## config.mk

```make
export PLATFORM = sky130hd
export DESIGN_NAME = kls_cell
export DESIGN_NICKNAME = d
export VERILOG_FILES = /design/src/kls_pkg.sv /design/src/kls_cell.sv
export SDC_FILE = /design/constraint.sdc
export NUM_CORES = 1
export LEC_CHECK = 0
export ABC_AREA = 1
export BUFFER_PORTS_ARGS = -buffer_cell sky130_fd_sc_hd__buf_2
export CAP_MARGIN = 10
export CORE_UTILIZATION = 45
export CTS_CLUSTER_DIAMETER = 120
export CTS_CLUSTER_SIZE = 12
export DETAILED_ROUTE_END_ITERATION = 12
export PLACE_DENSITY = 0.84
export REMOVE_ABC_BUFFERS = 1
export SYNTH_ARGS = -nofsm -noshare
export SYNTH_HDL_FRONTEND = slang
export SYNTH_SLANG_ARGS = --single-unit
```

## constraint.sdc

```tcl
create_clock -name clk -period 2.45 [get_ports clk]
set_input_delay 0.1225 -clock clk [delete_from_list [all_inputs] [get_ports clk]]
set_output_delay 0.1225 -clock clk [all_outputs]
set_load 0.02 [all_outputs]
```

## src/kls_pkg.sv

```systemverilog
package kls_pkg;
	localparam int DEPTH  = 64;
	localparam int VAL_W  = 32;
	localparam int K_W    = 7;
	localparam int FILL_W = $clog2(DEPTH + 1);
	localparam int KE_W   = (FILL_W > K_W) ? FILL_W : K_W;

	typedef logic signed [VAL_W-1:0] value_t;

	// Row-wide command for one accepted transaction
	typedef struct packed {
		logic shift_in;  // insert the sample at its sorted place
		logic drop_min;  // drop the minimum and insert the sample
	} kls_ctl_t;
endpackage

```

## src/kls_cell.sv

```systemverilog
module kls_cell (
	input  logic              clk,
	input  kls_pkg::kls_ctl_t ctl,
	input  kls_pkg::value_t   sample,
	input  logic              in_use,
	input  kls_pkg::value_t   prev_value,
	input  logic              prev_lt,
	input  kls_pkg::value_t   next_value,
	input  logic              next_lt,
	output logic              lt,
	output kls_pkg::value_t   value_q,
	output kls_pkg::value_t   value_d
);
	import kls_pkg::*;

	// The row is kept in ascending order; lt marks a live entry below the sample
	assign lt = in_use && (value_q < sample);

	always_comb begin
		value_d = value_q;
		if (ctl.shift_in) begin
			// hold smaller entries, take the sample at the boundary, shift up above it
			if (lt) begin
				value_d = value_q;
			end else if (prev_lt) begin
				value_d = sample;
			end else begin
				value_d = prev_value;
			end
		end else if (ctl.drop_min) begin
			// shift down below the sample's place, take it at the boundary
			if (next_lt) begin
				value_d = next_value;
			end else if (lt) begin
				value_d = sample;
			end else begin
				value_d = value_q;
			end
		end
	end

	always_ff @(posedge clk) begin
		value_q <= value_d;
	end
endmodule

```

# Yosys cells after proc, flatten, opt, wreduce, memory -nomap -nowiden
# Index checks and enable logic that the tools add are counted.
[totals]
ff_bits = 32
in_bits = 102
elab_cells = 9
[classes]
magnitude_cmp = 1
n_mux = 6
reduce_logical = 1
[ops]
columns = ["operator", "count"]
rows = [
  ["$mux 32", 6],
  ["$lt 32x32->1", 1],
  ["$logic_and 1x1->1", 1],
]

# Depth between registers and ports, before layout
[depth]
word_depth = 6
depth_mapped = 20

# Least setup slack after synthesis
# OpenSTA, ideal clock, no wires.
[synth_timing]
kind = "register -> register"
start = "register value_q[21]"
end = "register value_q[22]"
setup_ns = 0.160
t_arrival_ns = 2.378
setup_slack_ns = -0.088
path_stages_with_launch = 14
n_path_buf = 1
cell_sequence = "dfxtp_1 ha_1 a21oi_1 nor2_1 nor2_1 nand3_1 a21oi_1 nand2_1 nand2_2 nand3_2 inv_1 buf_2 a21oi_1 a21oi_1"
[synth_between]
elab_chain_len = 6
[synth_lines]
columns = ["item", "line", "text"]
rows = [
  ["start: declaration", "kls_cell.sv:11", "output kls_pkg::value_t value_q,"],
  ["start signal: assignment", "kls_cell.sv:43", "value_q <= value_d;"],
  ["$lt 32x32->1 (*)", "kls_cell.sv:17", "assign lt = in_use && (value_q < sample);"],
  ["$logic_and 1x1->1 (*)", "kls_cell.sv:17", ""],
  ["via lt", "kls_cell.sv:10", "output logic lt,"],
  ["$mux 32", "kls_cell.sv:34", "end else if (lt) begin"],
  ["$mux 32", "kls_cell.sv:32", "if (next_lt) begin"],
  ["$mux 32", "kls_cell.sv:30", "end else if (ctl.drop_min) begin"],
  ["$mux 32 (*)", "kls_cell.sv:21", "if (ctl.shift_in) begin"],
  ["via value_d[22]", "kls_cell.sv:12", "output kls_pkg::value_t value_d"],
]
# Mark *: on every way through the listed nets, which the timed path passes. The rest lies on a longest branch.

# Final worst setup path
[layout_timing]
start = "register value_q[26]"
end = "output port value_d[25]"
[layout_between]
elab_chain_len = 6
[layout_lines]
columns = ["item", "line"]
rows = [
  ["$lt 32x32->1 (*)", "kls_cell.sv:17"],
  ["$logic_and 1x1->1 (*)", "kls_cell.sv:17"],
  ["$mux 32", "kls_cell.sv:34"],
  ["$mux 32", "kls_cell.sv:32"],
  ["$mux 32", "kls_cell.sv:30"],
  ["$mux 32 (*)", "kls_cell.sv:21"],
  ["end: declaration", "kls_cell.sv:12"],
]
# Every way passes the cells marked *; elsewhere a longest branch is shown, timed or not.

==> out/qor.yml <==
syn_to_final_growth_pct: 57.6
power_leakage_uw: 0.00284
grt_pass1_vias: 4727
startpoint_type: "flop"
r2r_setup_slack_ns: 0.09
largest_reg_flops: 32
power_uw: 3890
grt.total_usage_pct: 31.3
vias: 5215
worst_r2r_path_depth: 16
wirelength_mm: 14.3
final_nets: 952
die_area_mm2: 0.00823
ant_nets: 0
regMostFlops: "value_q"
fp.dieH_um: 90.7
hp-class: "input port to flop"
drt_iter0_drc: 360
cts_max_level: 2
finalSetupTns_ns: -6.97
clkSlewWorstSetupHoldPaths_ns: 0.08
syn_area_per_cell_um2: 5.60
tightest_slew_ns: 0.649
status: "finished, violations left"
timing.final.hold_violations: 0
drv_cap: 0
drive_above_1_share_pct: 40.4
crit_type: "flop to output pin"
drcViolationCount: 0
diodes: 0
portBuffers: 166
yosysUniqueCellTypes: 20
r2r_start: "value_q[26]"
worst_slack_ns: -0.285
crit_fanout: 15
fillerInstances: 605
setup_viol: 32
clockRootBuffer: "clkbuf_8"
ctsHoldBuffers: 0
num_rows: 31
max_freq_mhz: 366
coreArea_mm2: 0.00745
synthesis.area_mm2: 0.00354
rr_endpoint: "value_q[17]"
gp_congestion: 0.829
dp_hpwl_mm: 8.87
cp-end-kind: "output pin"
fin_skew_ns: 0.00918
antenna_found_initial: 0
arrival_ns: 2.61
fin_area_mm2: 0.00558
ir_drop_uv: 367
drv_slew: 0
cts_buffers: 5
first_pass_iters: 6
yosysWarnings: 0
cts_tree: "done"
io_pins: 167
placed_area_mm2: 0.00466
relSlewSlack_pct: 56.7
cts_buffer_depth: 2
initial_utilization_pct: 47.6
drt-wirelength-per-cell_um: 15.5
whs_ns: 0.221
clk_latency_ns: 0.28
crit_end: "value_d[25]"
clkSinkCount: 32
yosysSeqAreaShare_pct: 18.1
largestRegisters: "value_q: 32 flops"
synth_cells: 633
grt_start_max_net_pins: 65
grt_remaining_overflow: 0
violations: "negative setup slack"
fin_crit_ns: 2.73
die_x_um: 90.7
rsz0062_at_grt: "yes"
grt_pass1_wl_mm: 21.4
finalCritPeriodShare_pct: 112
p_per_area_mw_per_mm2: 698
utilization_pct: 75.0
synth.ff_latch_count: 32
crit_required_ns: 2.33
crit_start: "value_q[26]"
vias_per_cell: 5.67
per-layer routing:
metal  global-route usage [%]  wire length [um]  up-vias
met4                     14.7               462        0
met2                     54.4              6840      348
met1                     37.6              5620     2333
met5                        0                 0        -
met3                     4.80              1330       55
li1                         -                 -     2479
stage by stage:
| step | cells | worst slack, ns |
|---|---|---|
| finish | 919 | -0.285 |
| floorplan | 587 | -1.61 |
| detailed placement | 893 | -0.139 |
| global placement | 893 | 0.00583 |
| CTS | 909 | -0.194 |
| global route | 919 | -0.473 |
critical path: stages, from the launching register on:
cell and delay (ns):
dfxtp_1 0.44, ha_1 0.28, nand2_1 0.09, nor2_1 0.05, nand2_1 0.09, inv_1 0.06
a21oi_2 0.16, nand3_2 0.14, nand3_4 0.13, buf_12 0.15, buf_12 0.15, nand2_1 0.06
nand3_1 0.09, nand2_1 0.10, a21oi_2 0.15, buf_4 0.16
placed cells by master (no fill, tap or decap), types with 2 or more instances in the layout:
master / instances
clkbuf_8: 6
nor2_1: 101
nor2_2: 2
inv_2: 2
ha_4: 11
clkbuf_16: 4
dfxtp_2: 14
buf_8: 2
nand4_1: 33
o21ai_0: 3
inv_1: 40
nand3_1: 33
nand2_1: 155
buf_4: 63
a21oi_2: 59
buf_12: 8
buf_6: 14
nor3_2: 2
buf_2: 133
ha_1: 20
dfxtp_1: 17
clkbuf_1: 2
nand2_2: 4
a21oi_1: 83
nand3_2: 2
Yosys cell counts, drive strengths merged:
master,instances,area [um^2]
buf,20,114
clkbuf,26,97.6
nand4,33,206
o21ai,4,20.0
a21oi,142,711
nand2,159,599
mux2,1,11.3
nor3,2,10.0
nand3,36,190
o21a,1,7.51
nor2,103,387
dfxtp,32,641
inv,43,161
ha,31,388
final cells by class:
type                            instances  area, um^2  share of cell area [%]
Sequential cell                        32         662                    11.9
Inverter                               43         169                    3.03
Timing Repair Buffer                  225        1610                    28.9
Tap cell                               99         124                    2.22
Clock buffer                            8        90.1                    1.61
Multi-Input combinational cell        512        2920                    52.4
worst min path at each step:
stage,from,to,slack [ns],cells past startpoint
after floorplan,ctl[1],value_q[0],0.46,3
after detailed placement,next_value[14],value_q[14],0.52,5
final,next_value[7],value_q[7],0.22,5
after global placement,next_value[7],value_q[7],0.51,5
after CTS,next_value[5],value_q[5],0.22,5
after global routing,next_value[6],value_q[6],0.25,5
cells by family after synthesis:
logic type      share of synthesized area (%)
compound gates                           20.8
fa+ha+maj                                10.9
buf+inv                                  10.5
flops                                    18.1
mux                                     0.318
simple gates                             39.3
repair_timing:
action,4_1_cts,5_1_grt
gates cloned,1,7
pin swaps,7,2
resized for setup,100,55
endpoints found under the setup margin,34,35
setup buffers,7,4
power by group:
group          internal, uW  switching (uW)
Sequential              651             109
Combinational          1170            1520
Clock                   230             215
No activity file was read; power rests on OpenSTA's default activity.
